===== src/rtl/afv_pkg.sv =====
// Shared types, constants and helpers for the artifact frame validator.
// Depends on nothing; the top level refers to it by scoped names and the bench files import it.
`default_nettype none

package afv_pkg;

  localparam int HDR_BASE_SIZE = 44;
  localparam int HDR_EXT_SIZE  = 16;
  localparam int HDR_FULL_SIZE = HDR_BASE_SIZE + HDR_EXT_SIZE;
  localparam int HDR_ADDR_W    = $clog2(HDR_FULL_SIZE);
  localparam int SIG_LEN       = 8;

  localparam logic [31:0] CRC_POLY = 32'hEDB88320;
  localparam logic [31:0] CRC_ONES = 32'hFFFFFFFF;

  localparam logic [3:0] FLD_MAJOR    = 4'd0;
  localparam logic [3:0] FLD_MINOR    = 4'd1;
  localparam logic [3:0] FLD_LAYERS   = 4'd2;
  localparam logic [3:0] FLD_CTX      = 4'd3;
  localparam logic [3:0] FLD_TOKENS   = 4'd4;
  localparam logic [3:0] FLD_TYPEK    = 4'd5;
  localparam logic [3:0] FLD_TYPEV    = 4'd6;
  localparam logic [3:0] FLD_FLAGS    = 4'd7;
  localparam logic [3:0] FLD_LASTTOK  = 4'd8;
  localparam logic [3:0] FLD_VTRANS   = 4'd9;
  localparam logic [3:0] FLD_MLA      = 4'd10;
  localparam logic [3:0] FLD_RESERVED = 4'd11;
  localparam logic [3:0] FLD_FPRINT   = 4'd12;
  localparam logic [3:0] FLD_PAYBYTES = 4'd13;
  localparam logic [3:0] FLD_CRC      = 4'd14;
  localparam logic [3:0] SEQ_STATUS   = 4'd15;

  typedef enum logic [1:0] {
    KIND_PAYLOAD = 2'd0,
    KIND_FIELD   = 2'd1,
    KIND_STATUS  = 2'd2
  } kind_t;

  typedef enum logic [2:0] {
    ST_OK          = 3'd0,
    ST_HDR_SHORT   = 3'd1,
    ST_BAD_MAGIC   = 3'd2,
    ST_EXT_SHORT   = 3'd3,
    ST_PAY_SHORT   = 3'd4,
    ST_CRC_BAD     = 3'd5
  } status_t;

  typedef struct packed {
    kind_t       kind;
    logic [7:0]  payload_byte;
    logic [3:0]  field_index;
    logic [63:0] field_value;
    status_t     status;
    logic        last;
  } out_res_t;

  function automatic logic [7:0] sig_byte(input logic [2:0] idx);
    logic [7:0] b;
    case (idx)
      3'd0:    b = 8'h4B;
      3'd1:    b = 8'h56;
      3'd2:    b = 8'h41;
      3'd3:    b = 8'h52;
      3'd4:    b = 8'h54;
      3'd5:    b = 8'h49;
      3'd6:    b = 8'h46;
      default: b = 8'h31;
    endcase
    return b;
  endfunction

  function automatic logic [31:0] crc_byte(input logic [31:0] crc_in, input logic [7:0] b);
    logic [31:0] c;
    c = crc_in ^ {24'd0, b};
    for (int j = 0; j < 8; j++) begin
      c = c[0] ? (CRC_POLY ^ (c >> 1)) : (c >> 1);
    end
    return c;
  endfunction

endpackage

`default_nettype wire


===== src/rtl/afv_in_if.sv =====
// Input byte channel of the artifact frame validator.
// Depends on nothing beyond the language.
`default_nettype none

interface afv_in_if;
  logic       valid;
  logic       ready;
  logic [7:0] data_byte;
  logic       end_of_buffer;

  modport source (output valid, output data_byte, output end_of_buffer, input ready);
  modport sink (input valid, input data_byte, input end_of_buffer, output ready);
endinterface

`default_nettype wire


===== src/rtl/afv_out_if.sv =====
// Result channel of the artifact frame validator.
// Depends on nothing beyond the language.
`default_nettype none

interface afv_out_if;
  logic        valid;
  logic        ready;
  logic [1:0]  kind;
  logic [7:0]  payload_byte;
  logic [3:0]  field_index;
  logic [63:0] field_value;
  logic [2:0]  status;
  logic        last;

  modport source (output valid, output kind, output payload_byte, output field_index,
                  output field_value, output status, output last, input ready);
  modport sink (input valid, input kind, input payload_byte, input field_index,
                input field_value, input status, input last, output ready);
endinterface

`default_nettype wire


===== src/rtl/artifact_frame_validator.sv =====
// Top level of the artifact frame validator: header capture, payload CRC-32, result sequencing.
// Depends on afv_pkg, afv_in_if and afv_out_if.
`default_nettype none

// Bytes of a buffer enter one per cycle while results are taken; each payload byte
// leaves as one transaction through a single output register, unless the signature
// mismatched. The final byte of a buffer holds off input through status evaluation
// and then while the 15 header fields (on success) and the status are sent, one
// result at a time. The 60-byte header store is plain flip-flops read at fixed
// offsets; the CRC takes one payload byte per cycle while input bytes are accepted.
module artifact_frame_validator (
  input  wire logic clk,
  input  wire logic rst_n,
  afv_in_if.sink    in_ch,
  afv_out_if.source out_ch
);

  typedef enum logic [2:0] {
    PH_RUN  = 3'b001,
    PH_EVAL = 3'b010,
    PH_EMIT = 3'b100
  } phase_t;

  localparam logic [63:0] BASE64 = 64'(afv_pkg::HDR_BASE_SIZE);
  localparam logic [63:0] FULL64 = 64'(afv_pkg::HDR_FULL_SIZE);
  localparam logic [63:0] SIG64  = 64'(afv_pkg::SIG_LEN);

  logic [7:0]  hdr_mem_r [afv_pkg::HDR_FULL_SIZE];
  logic [63:0] pos_r, pos_nxt;
  logic [31:0] crc_r, crc_nxt;
  logic        mis_r, mis_nxt;
  phase_t      ph_r, ph_nxt;
  afv_pkg::status_t st_r, st_nxt;
  logic [3:0]  seq_r, seq_nxt;
  logic        ov_r, ov_nxt;
  afv_pkg::out_res_t ores_r, ores_nxt;

  logic        slot_free, in_acc, has_ext, hdr_wr, in_pay;
  logic [63:0] hdr_len, pay_len, rel_pos;
  logic [31:0] want_crc, got_crc;
  logic [63:0] fld_val;
  afv_pkg::status_t eval_st;

  assign slot_free   = !ov_r || out_ch.ready;
  assign in_ch.ready = (ph_r == PH_RUN) && slot_free;
  assign in_acc      = in_ch.valid && in_ch.ready;

  assign has_ext  = {hdr_mem_r[11], hdr_mem_r[10]} != 16'd0;
  assign hdr_len  = has_ext ? FULL64 : BASE64;
  assign pay_len  = {hdr_mem_r[39], hdr_mem_r[38], hdr_mem_r[37], hdr_mem_r[36],
                     hdr_mem_r[35], hdr_mem_r[34], hdr_mem_r[33], hdr_mem_r[32]};
  assign want_crc = {hdr_mem_r[43], hdr_mem_r[42], hdr_mem_r[41], hdr_mem_r[40]};
  assign rel_pos  = pos_r - hdr_len;
  assign hdr_wr   = (pos_r < FULL64) && ((pos_r < BASE64) || has_ext);
  assign in_pay   = (pos_r >= hdr_len) && (rel_pos < pay_len);
  assign got_crc  = (pay_len != 64'd0) ? (crc_r ^ afv_pkg::CRC_ONES) : 32'd0;

  always_comb begin
    if (pos_r < BASE64) begin
      eval_st = afv_pkg::ST_HDR_SHORT;
    end else if (mis_r) begin
      eval_st = afv_pkg::ST_BAD_MAGIC;
    end else if (has_ext && (pos_r < FULL64)) begin
      eval_st = afv_pkg::ST_EXT_SHORT;
    end else if (rel_pos < pay_len) begin
      eval_st = afv_pkg::ST_PAY_SHORT;
    end else if (got_crc != want_crc) begin
      eval_st = afv_pkg::ST_CRC_BAD;
    end else begin
      eval_st = afv_pkg::ST_OK;
    end
  end

  always_comb begin
    case (seq_r)
      afv_pkg::FLD_MAJOR:    fld_val = {48'd0, hdr_mem_r[9], hdr_mem_r[8]};
      afv_pkg::FLD_MINOR:    fld_val = {48'd0, hdr_mem_r[11], hdr_mem_r[10]};
      afv_pkg::FLD_LAYERS:   fld_val = {32'd0, hdr_mem_r[15], hdr_mem_r[14],
                                        hdr_mem_r[13], hdr_mem_r[12]};
      afv_pkg::FLD_CTX:      fld_val = {32'd0, hdr_mem_r[19], hdr_mem_r[18],
                                        hdr_mem_r[17], hdr_mem_r[16]};
      afv_pkg::FLD_TOKENS:   fld_val = {32'd0, hdr_mem_r[23], hdr_mem_r[22],
                                        hdr_mem_r[21], hdr_mem_r[20]};
      afv_pkg::FLD_TYPEK:    fld_val = {48'd0, hdr_mem_r[25], hdr_mem_r[24]};
      afv_pkg::FLD_TYPEV:    fld_val = {48'd0, hdr_mem_r[27], hdr_mem_r[26]};
      afv_pkg::FLD_FLAGS:    fld_val = {32'd0, hdr_mem_r[31], hdr_mem_r[30],
                                        hdr_mem_r[29], hdr_mem_r[28]};
      afv_pkg::FLD_LASTTOK:  fld_val = has_ext ? {32'd0, hdr_mem_r[47], hdr_mem_r[46],
                                                  hdr_mem_r[45], hdr_mem_r[44]}
                                               : {32'd0, afv_pkg::CRC_ONES};
      afv_pkg::FLD_VTRANS:   fld_val = has_ext ? {56'd0, hdr_mem_r[48]} : 64'd0;
      afv_pkg::FLD_MLA:      fld_val = has_ext ? {56'd0, hdr_mem_r[49]} : 64'd0;
      afv_pkg::FLD_RESERVED: fld_val = has_ext ? {48'd0, hdr_mem_r[51], hdr_mem_r[50]}
                                               : 64'd0;
      afv_pkg::FLD_FPRINT:   fld_val = has_ext ? {hdr_mem_r[59], hdr_mem_r[58],
                                                  hdr_mem_r[57], hdr_mem_r[56],
                                                  hdr_mem_r[55], hdr_mem_r[54],
                                                  hdr_mem_r[53], hdr_mem_r[52]}
                                               : 64'd0;
      afv_pkg::FLD_PAYBYTES: fld_val = pay_len;
      afv_pkg::FLD_CRC:      fld_val = {32'd0, want_crc};
      default:               fld_val = 64'd0;
    endcase
  end

  always_comb begin
    pos_nxt  = pos_r;
    crc_nxt  = crc_r;
    mis_nxt  = mis_r;
    ph_nxt   = ph_r;
    st_nxt   = st_r;
    seq_nxt  = seq_r;
    ov_nxt   = ov_r && !out_ch.ready;
    ores_nxt = ores_r;
    case (ph_r)
      PH_RUN: begin
        if (in_acc) begin
          if ((pos_r < SIG64) && (in_ch.data_byte != afv_pkg::sig_byte(pos_r[2:0]))) begin
            mis_nxt = 1'b1;
          end
          if (in_pay) begin
            crc_nxt = afv_pkg::crc_byte(crc_r, in_ch.data_byte);
            if (!mis_r) begin
              ov_nxt                = 1'b1;
              ores_nxt              = '0;
              ores_nxt.kind         = afv_pkg::KIND_PAYLOAD;
              ores_nxt.payload_byte = in_ch.data_byte;
            end
          end
          if (pos_r != '1) begin
            pos_nxt = pos_r + 64'd1;
          end
          if (in_ch.end_of_buffer) begin
            ph_nxt = PH_EVAL;
          end
        end
      end
      PH_EVAL: begin
        st_nxt  = eval_st;
        seq_nxt = (eval_st == afv_pkg::ST_OK) ? afv_pkg::FLD_MAJOR : afv_pkg::SEQ_STATUS;
        ph_nxt  = PH_EMIT;
      end
      PH_EMIT: begin
        if (slot_free) begin
          ov_nxt   = 1'b1;
          ores_nxt = '0;
          if (seq_r == afv_pkg::SEQ_STATUS) begin
            ores_nxt.kind   = afv_pkg::KIND_STATUS;
            ores_nxt.status = st_r;
            ores_nxt.last   = 1'b1;
            ph_nxt          = PH_RUN;
            pos_nxt         = '0;
            crc_nxt         = afv_pkg::CRC_ONES;
            mis_nxt         = 1'b0;
          end else begin
            ores_nxt.kind        = afv_pkg::KIND_FIELD;
            ores_nxt.field_index = seq_r;
            ores_nxt.field_value = fld_val;
            seq_nxt = (seq_r == afv_pkg::FLD_CRC) ? afv_pkg::SEQ_STATUS : seq_r + 4'd1;
          end
        end
      end
      default: ph_nxt = PH_RUN;
    endcase
  end

  always_ff @(posedge clk) begin
    if (!rst_n) begin
      pos_r <= '0;
      crc_r <= afv_pkg::CRC_ONES;
      mis_r <= 1'b0;
      ph_r  <= PH_RUN;
      st_r  <= afv_pkg::ST_OK;
      seq_r <= afv_pkg::FLD_MAJOR;
      ov_r  <= 1'b0;
    end else begin
      pos_r <= pos_nxt;
      crc_r <= crc_nxt;
      mis_r <= mis_nxt;
      ph_r  <= ph_nxt;
      st_r  <= st_nxt;
      seq_r <= seq_nxt;
      ov_r  <= ov_nxt;
    end
  end

  always_ff @(posedge clk) begin
    ores_r <= ores_nxt;
    if (in_acc && hdr_wr) begin
      hdr_mem_r[pos_r[afv_pkg::HDR_ADDR_W-1:0]] <= in_ch.data_byte;
    end
  end

  assign out_ch.valid        = ov_r;
  assign out_ch.kind         = ores_r.kind;
  assign out_ch.payload_byte = ores_r.payload_byte;
  assign out_ch.field_index  = ores_r.field_index;
  assign out_ch.field_value  = ores_r.field_value;
  assign out_ch.status       = ores_r.status;
  assign out_ch.last         = ores_r.last;

endmodule

`default_nettype wire


===== src/flat_wrapper.sv =====
// flat-port wrapper written by rule: the top's interface ports become plain ports
module artifact_frame_validator_flat 
  (clk, rst_n, in_ch_valid, in_ch_data_byte, in_ch_end_of_buffer, in_ch_ready, out_ch_valid, out_ch_kind, out_ch_payload_byte, out_ch_field_index, out_ch_field_value, out_ch_status, out_ch_last, out_ch_ready);
  afv_in_if in_ch_i ();
  afv_out_if out_ch_i ();
  input  wire logic clk;
  input  wire logic rst_n;
  input wire logic [$bits(in_ch_i.valid)-1:0] in_ch_valid;
  input wire logic [$bits(in_ch_i.data_byte)-1:0] in_ch_data_byte;
  input wire logic [$bits(in_ch_i.end_of_buffer)-1:0] in_ch_end_of_buffer;
  output wire logic [$bits(in_ch_i.ready)-1:0] in_ch_ready;
  output wire logic [$bits(out_ch_i.valid)-1:0] out_ch_valid;
  output wire logic [$bits(out_ch_i.kind)-1:0] out_ch_kind;
  output wire logic [$bits(out_ch_i.payload_byte)-1:0] out_ch_payload_byte;
  output wire logic [$bits(out_ch_i.field_index)-1:0] out_ch_field_index;
  output wire logic [$bits(out_ch_i.field_value)-1:0] out_ch_field_value;
  output wire logic [$bits(out_ch_i.status)-1:0] out_ch_status;
  output wire logic [$bits(out_ch_i.last)-1:0] out_ch_last;
  input wire logic [$bits(out_ch_i.ready)-1:0] out_ch_ready;
  assign in_ch_i.valid = in_ch_valid;
  assign in_ch_i.data_byte = in_ch_data_byte;
  assign in_ch_i.end_of_buffer = in_ch_end_of_buffer;
  assign in_ch_ready = in_ch_i.ready;
  assign out_ch_valid = out_ch_i.valid;
  assign out_ch_kind = out_ch_i.kind;
  assign out_ch_payload_byte = out_ch_i.payload_byte;
  assign out_ch_field_index = out_ch_i.field_index;
  assign out_ch_field_value = out_ch_i.field_value;
  assign out_ch_status = out_ch_i.status;
  assign out_ch_last = out_ch_i.last;
  assign out_ch_i.ready = out_ch_ready;
  artifact_frame_validator u_core (.clk(clk), .rst_n(rst_n), .in_ch(in_ch_i), .out_ch(out_ch_i));
endmodule

===== config.mk =====
export PLATFORM = sky130hd
export DESIGN_NAME = artifact_frame_validator_flat
export DESIGN_NICKNAME = d
export VERILOG_FILES = /design/src/rtl/afv_pkg.sv /design/src/rtl/afv_in_if.sv /design/src/rtl/afv_out_if.sv /design/src/rtl/artifact_frame_validator.sv /design/src/flat_wrapper.sv
export SDC_FILE = /design/constraint.sdc
export NUM_CORES = 1
export LEC_CHECK = 0
export BUFFER_PORTS_ARGS = -buffer_cell sky130_fd_sc_hd__buf_2
export CAP_MARGIN = 40
export CORE_UTILIZATION = 40
export CTS_CLUSTER_DIAMETER = 100
export DETAILED_ROUTE_END_ITERATION = 10
export PLACE_DENSITY = 0.56
export SLEW_MARGIN = 20
export SYNTH_ARGS = -nofsm -noshare
export SYNTH_HDL_FRONTEND = slang
export SYNTH_SLANG_ARGS = --single-unit

===== constraint.sdc =====
create_clock -name clk -period 16.4 [get_ports clk]
set_input_delay 1.64 -clock clk [delete_from_list [all_inputs] [get_ports clk]]
set_output_delay 1.64 -clock clk [all_outputs]
set_load 0.02 [all_outputs]

After elaboration in Yosys (flattened, before gate mapping) --
Memory sizes are Yosys's and may differ from the RTL's. Index checks and enable logic that the tools add are counted.
Word-level totals: output and inout bits 84, bits of input ports 13, register bits 190, memories kept 1, RAM bits 480
Cells by class: reductions and logical operators 25, bitwise operators 10, muxes and demuxes 64, equality and inequality tests 36, add/subtract/negate cells 3, order comparisons 5
Memory list:
- u_core.hdr_mem_r | words 60, width 8, rd ports 52, clocked after Yosys merged registers in 0, wr ports 1, line artifact_frame_validator.sv:28 | logic [7:0] hdr_mem_r [afv_pkg::HDR_FULL_SIZE];
Operator list (number):
- $pmux 64 s15 | 1
- $mux 32 | 14
- $mux 82 | 4
- $mux 64 | 5
- $pmux 82 s2 | 1
- $lt 64x6->1 const B | 2
- $pmux 64 s2 | 1
- $not 13->14 | 8
- $mux 68 | 1
- $add 64x1->64 const B | 1
- $ge 64x64->1 | 1
- $lt 64x4->1 const B | 1
- $lt 64x64->1 | 1
- $ne 64x64->1 const B | 1
- $pmux 32 s2 | 1
- $reduce_bool 64->1 | 1
- $sub 64x64->64 | 1
- $pmux 7 s7 | 1
- $eq 4x4->1 const B | 8
- $mux 8 | 4
- $ne 32x32->1 | 1
- $not 32->32 | 1
- $xor 32x8->32 | 1
- $mux 3 | 9
- 28 further kinds | 73

Logic depth before layout (Yosys ltp) --
depth in word-level cells 20, depth in mapped cells 22

Worst setup path after synthesis --
Ideal clock, no wire load.
path type reg2reg, from mem u_core.hdr_mem_r[11][7], to reg u_core.ores_r, in the netlist u_core.out_ch.field_index[0], enable pin, slack 8.930 ns, path buffers 2, clock period less this slack 7.470 ns, arrival 7.021 ns, stages on the path, launching flop included 22, path through edfxtp_1 nor4_1 and4_1 clkbuf_1 clkbuf_1 ha_1 a31oi_1 nor2b_1 nand2b_1 or3_4 or3_4 or2_4 nor2_1 xor2_1 ha_1 a21o_1 a21o_1 a21o_1 a2111oi_0 o2111ai_1 o21ai_0 and3_1
RTL lines:
- start: declaration | line artifact_frame_validator.sv:28
- end signal: assignment | line artifact_frame_validator.sv:188 | ores_r <= ores_nxt;
- end: declaration | line artifact_frame_validator.sv:36 | afv_pkg::out_res_t ores_r, ores_nxt;

==> flow_summary.json <==
{
  "yosys_warnings": 0,
  "swShare_pct": 22.5,
  "cts_made_buffers": 67,
  "cp.depth": 19,
  "cp-endpoint": "u_core.out_ch.field_value[15]",
  "synth.avg_cell_area_um2": 12.1,
  "cpMostUsedCell": "a21o_1",
  "post_cts_buffers": 0,
  "routedWlPerCell_um": 24.9,
  "clk_latency_ns": 0.63,
  "max_freq_mhz": 137,
  "ctsHoldBuffers": 0,
  "pwr-share-seq_pct": 49.7,
  "max-slew-margin-rel_pct": 40.3,
  "grt_pass1_vias": 18800,
  "die_area_um2": 69700,
  "drive_gt1_share_pct": 11.8,
  "slowest_delay_ns": 0.62,
  "pin_count": 97,
  "drt_first_pass_iters": 6,
  "required_ns": 16.66,
  "status": "completed",
  "synth_nets": 2359,
  "stdcell_area_um2": 31400,
  "cts_buffer_depth": 3,
  "r2r_slack_ns": 9.10,
  "arrival_ns": 7.56,
  "track_usage_pct": 23.5,
  "n_fill_cell": 6075,
  "finalMaxSlewViolations": 0,
  "dieWidth_um": 264,
  "setup_slack_ns": 9.10,
  "finalSetupViolCount": 0,
  "htree_levels": 3,
  "syn_area_um2": 27500,
  "cts_sinks": 605,
  "grt_pass1_wl_mm": 122,
  "setup_tns_ns": 0,
  "die_y_um": 264,
  "gr-total-overflow": 0,
  "clkTransAtPathRegs_ns": 0.06,
  "place_hpwl_mm": 57.0,
  "p_comb_share_pct": 5.2,
  "worst_ir_drop_vdd_v": 0.0000822,
  "p_leak_nw": 10.9,
  "async_flop_share_pct": 0,
  "finalHoldViolCount": 0,
  "cts_root_buffer": "clkbuf_16",
  "vias_per_cell": 5.83,
  "crit_start": "u_core.hdr_mem_r[11][5]",
  "synth_cell_types": 74,
  "antenna_found_initial": 3,
  "end_kind": "flop",
  "cts_tree": "yes",
  "clock_skew_ns": 0.0344,
  "maxCapViolations": 0,
  "critPathBufInv": 1,
  "cp_max_fo": 41,
  "period_share_pct": 44.5,
  "rr_worst_depth": 19,
  "area_growth_pct": 14.3,
  "start_util_pct": 40.7,
  "wirelength_mm": 82.2,
  "rows": 95,
  "grt_start_max_net_pins": 65,
  "criticalPathCategory": "flop to flop",
  "critPathTopFamily": "simple AND/OR/NAND/NOR gates",
  "regToRegStartpoint": "u_core.hdr_mem_r[11][5]",
  "place.gp.congestion": 0.897,
  "antenna_cells": 0,
  "synth_seq_cells": 605,
  "start_kind": "flop",
  "regArea_um2": 17100,
  "postRouteAntennaNets": 0,
  "drc": 0,
  "p_sw_uw": 763,
  "rsz0062_at_grt": "false",
  "pwr-share-clk_pct": 45.1,
  "synth_edf_count": 497,
  "reg2reg_to": "u_core.out_ch.field_value[15]",
  "period_minus_slack_ns": 7.30,
  "p_per_area_nw_per_um2": 108,
  "multi_input_area_um2": 9610,
  "crit_slowest_cell": "and3_4",
  "routed-via-count": 19200,
  "ys_seq_area_share_pct": 62.2,
  "hold_ws_ns": 0.470,
  "cts_resized": 0,
  "p_int_mw": 2.62,
  "ys.flop_type": "edfxtp_1",
  "power.total_mw": 3.38,
  "fin_nets": 2459,
  "drt-initial-drc-count": 1919,
  "hold_path.class": "flop to flop",
  "port_buffers": 96,
  "place_area_um2": 29000,
  "tightestPinTransition_ns": 0.896,
  "syn-instance-count": 2272,
  "crit_path_cell_trace": "nor4_1, and4_1, ha_1, a21o_1, a21boi_1, nand3_1, nor2_1, nand2_1, nor3_1, nand2_1, xnor2_1, ha_1, a21o_1, a21o_1, a2111oi_0, o2111ai_1, o21ai_0, and3_4, buf_4",
  "place_ws_ns": 9.08,
  "coreArea_um2": 67500
}
==> final cells by class <==
class,count,share of cell area (%)
flip-flops and latches,605,54.5
clock buffers,84,5.78
repair buffers,159,3.29
inverters,84,1.00
clock inverters,34,1.36
multi-input cells,1455,30.6
well taps,873,3.48
==> cell usage in the layout (no fill, tap or decap), types with 8 or more instances in the layout <==
| cell | synthesis | routed |
|---|---|---|
| clkbuf_1 | 117 | 12 |
| mux2i_1 | 18 | 18 |
| and3_1 | 17 | 15 |
| ha_1 | 74 | 74 |
| buf_4 | 1 | 51 |
| nand2_1 | 116 | 116 |
| edfxtp_1 | 497 | 497 |
| nand2b_1 | 15 | 15 |
| and4_1 | 13 | 13 |
| nand3_1 | 62 | 62 |
| a221o_1 | 16 | 16 |
| o21a_1 | 12 | 12 |
| a222oi_1 | 8 | 8 |
| clkbuf_16 | 0 | 69 |
| a22o_1 | 16 | 16 |
| clkinv_1 | 0 | 9 |
| or3_1 | 18 | 18 |
| nand4_1 | 46 | 46 |
| a31oi_1 | 24 | 24 |
| a21o_1 | 9 | 9 |
| a21oi_1 | 76 | 76 |
| o21ai_0 | 77 | 77 |
| nor2_1 | 262 | 261 |
| nor3_1 | 36 | 36 |
| nor4_1 | 48 | 47 |
| a221oi_1 | 33 | 33 |
| a22oi_1 | 120 | 120 |
| or4_1 | 11 | 11 |
| xor2_1 | 78 | 78 |
| inv_1 | 84 | 84 |
| dfxtp_1 | 108 | 108 |
| buf_2 | 6 | 99 |
| xnor2_1 | 126 | 126 |
| and2_1 | 33 | 32 |
==> logic make-up after synthesis <==
| kind of cell | Yosys count | synth area share (%) |
|---|---|---|
| DFF | 605 | 62.2 |
| buffers and inverters | 212 | 2.94 |
| muxes | 18 | 0.656 |
| AOI/OAI and AO/OA | 432 | 10.9 |
| and+or+nand+nor | 725 | 13.3 |
| adders and majority gates | 75 | 3.41 |
| xor gates and xnor gates | 205 | 6.57 |
==> sequential cells by signal, summed over array words and instances, names as in the netlist <==
| name | count |
|---|---|
| u_core.crc_r | 32 |
| u_core.hdr_mem_r | 416 |
| u_core.mis_r | 1 |
| u_core.out_ch.field_index | 4 |
| u_core.out_ch.field_value | 64 |
| u_core.out_ch.kind | 1 |
| u_core.out_ch.last | 1 |
| u_core.out_ch.payload_byte | 8 |
| u_core.out_ch.status | 3 |
| u_core.out_ch.valid | 1 |
| u_core.ph_r | 3 |
| u_core.pos_r | 64 |
| u_core.seq_r | 4 |
| u_core.st_r | 3 |
==> Yosys cell counts (17+ instances only) <==
master / n / area [um2]
ha_1: 74 / 926
nand2_1: 116 / 435
xor2_1: 78 / 683
nor2_1: 262 / 983
xnor2_1: 126 / 1100
nor4_1: 48 / 300
and2_1: 33 / 206
a221oi_1: 33 / 289
a31oi_1: 24 / 150
nand3_1: 62 / 310
dfxtp_1: 108 / 2160
mux2i_1: 18 / 180
a21oi_1: 76 / 380
clkbuf_1: 117 / 439
o21ai_0: 77 / 385
a22oi_1: 120 / 901
inv_1: 84 / 315
edfxtp_1: 497 / 14900
and3_1: 17 / 106
or3_1: 18 / 113
nand4_1: 46 / 288
nor3_1: 36 / 180
==> worst min-delay path by stage <==
stage	end	startpoint	cells past startpoint	slack [ns]
after floorplan	u_core.st_r[1]	u_core.st_r[1]	2	0.43
after global placement	u_core.st_r[1]	u_core.st_r[1]	2	0.47
after detailed placement	u_core.st_r[1]	u_core.st_r[1]	2	0.47
after CTS	u_core.st_r[1]	u_core.st_r[1]	2	0.47
after global routing	u_core.st_r[0]	u_core.st_r[0]	2	0.52
final	u_core.st_r[1]	u_core.st_r[1]	2	0.47
==> metrics by stage <==
step / util [%] / instances
finish: 46.5 / 3294
global route: 46.5 / 3294
CTS: 46.2 / 3278
detailed placement: 42.9 / 3160
global placement: 42.7 / 3144
floorplan: - / 2272
==> per-layer routing <==
layer / GRT usage [%] / routed length (um) / part of all wire (%) / vias to the layer above
met1: 31.1 / 34600 / 42 / 9663
met3: 3.31 / 4600 / 5.6 / 148
met2: 39.4 / 40500 / 49 / 709
met4: 7.90 / 2460 / 3.0 / 0
li1: - / - / - / 8700
met5: 0 / 0 / 0 / -
==> power groups by stage <==
stage,Sequential (mW),Combinational (mW),Clock (mW)
2_1_floorplan,1.71,0.111,0
5_1_grt,1.68,0.191,1.61
4_1_cts,1.68,0.176,1.55
3_3_place_gp,1.71,0.171,0
6_report,1.68,0.176,1.53
3_5_place_dp,1.71,0.175,0
==> worst register-to-register path: cells and delay by family, from the launching register on <==
kind                       cells  cell delay (ns)
AOI/OAI and AO/OA              7             2.11
xor gates and xnor gates       1             0.20
adders and majority gates      2             0.59
buffers and inverters          1             0.62
DFF                            1             0.39
and+or+nand+nor                8             2.94
Note: power is estimated with default switching activity, not from simulation.
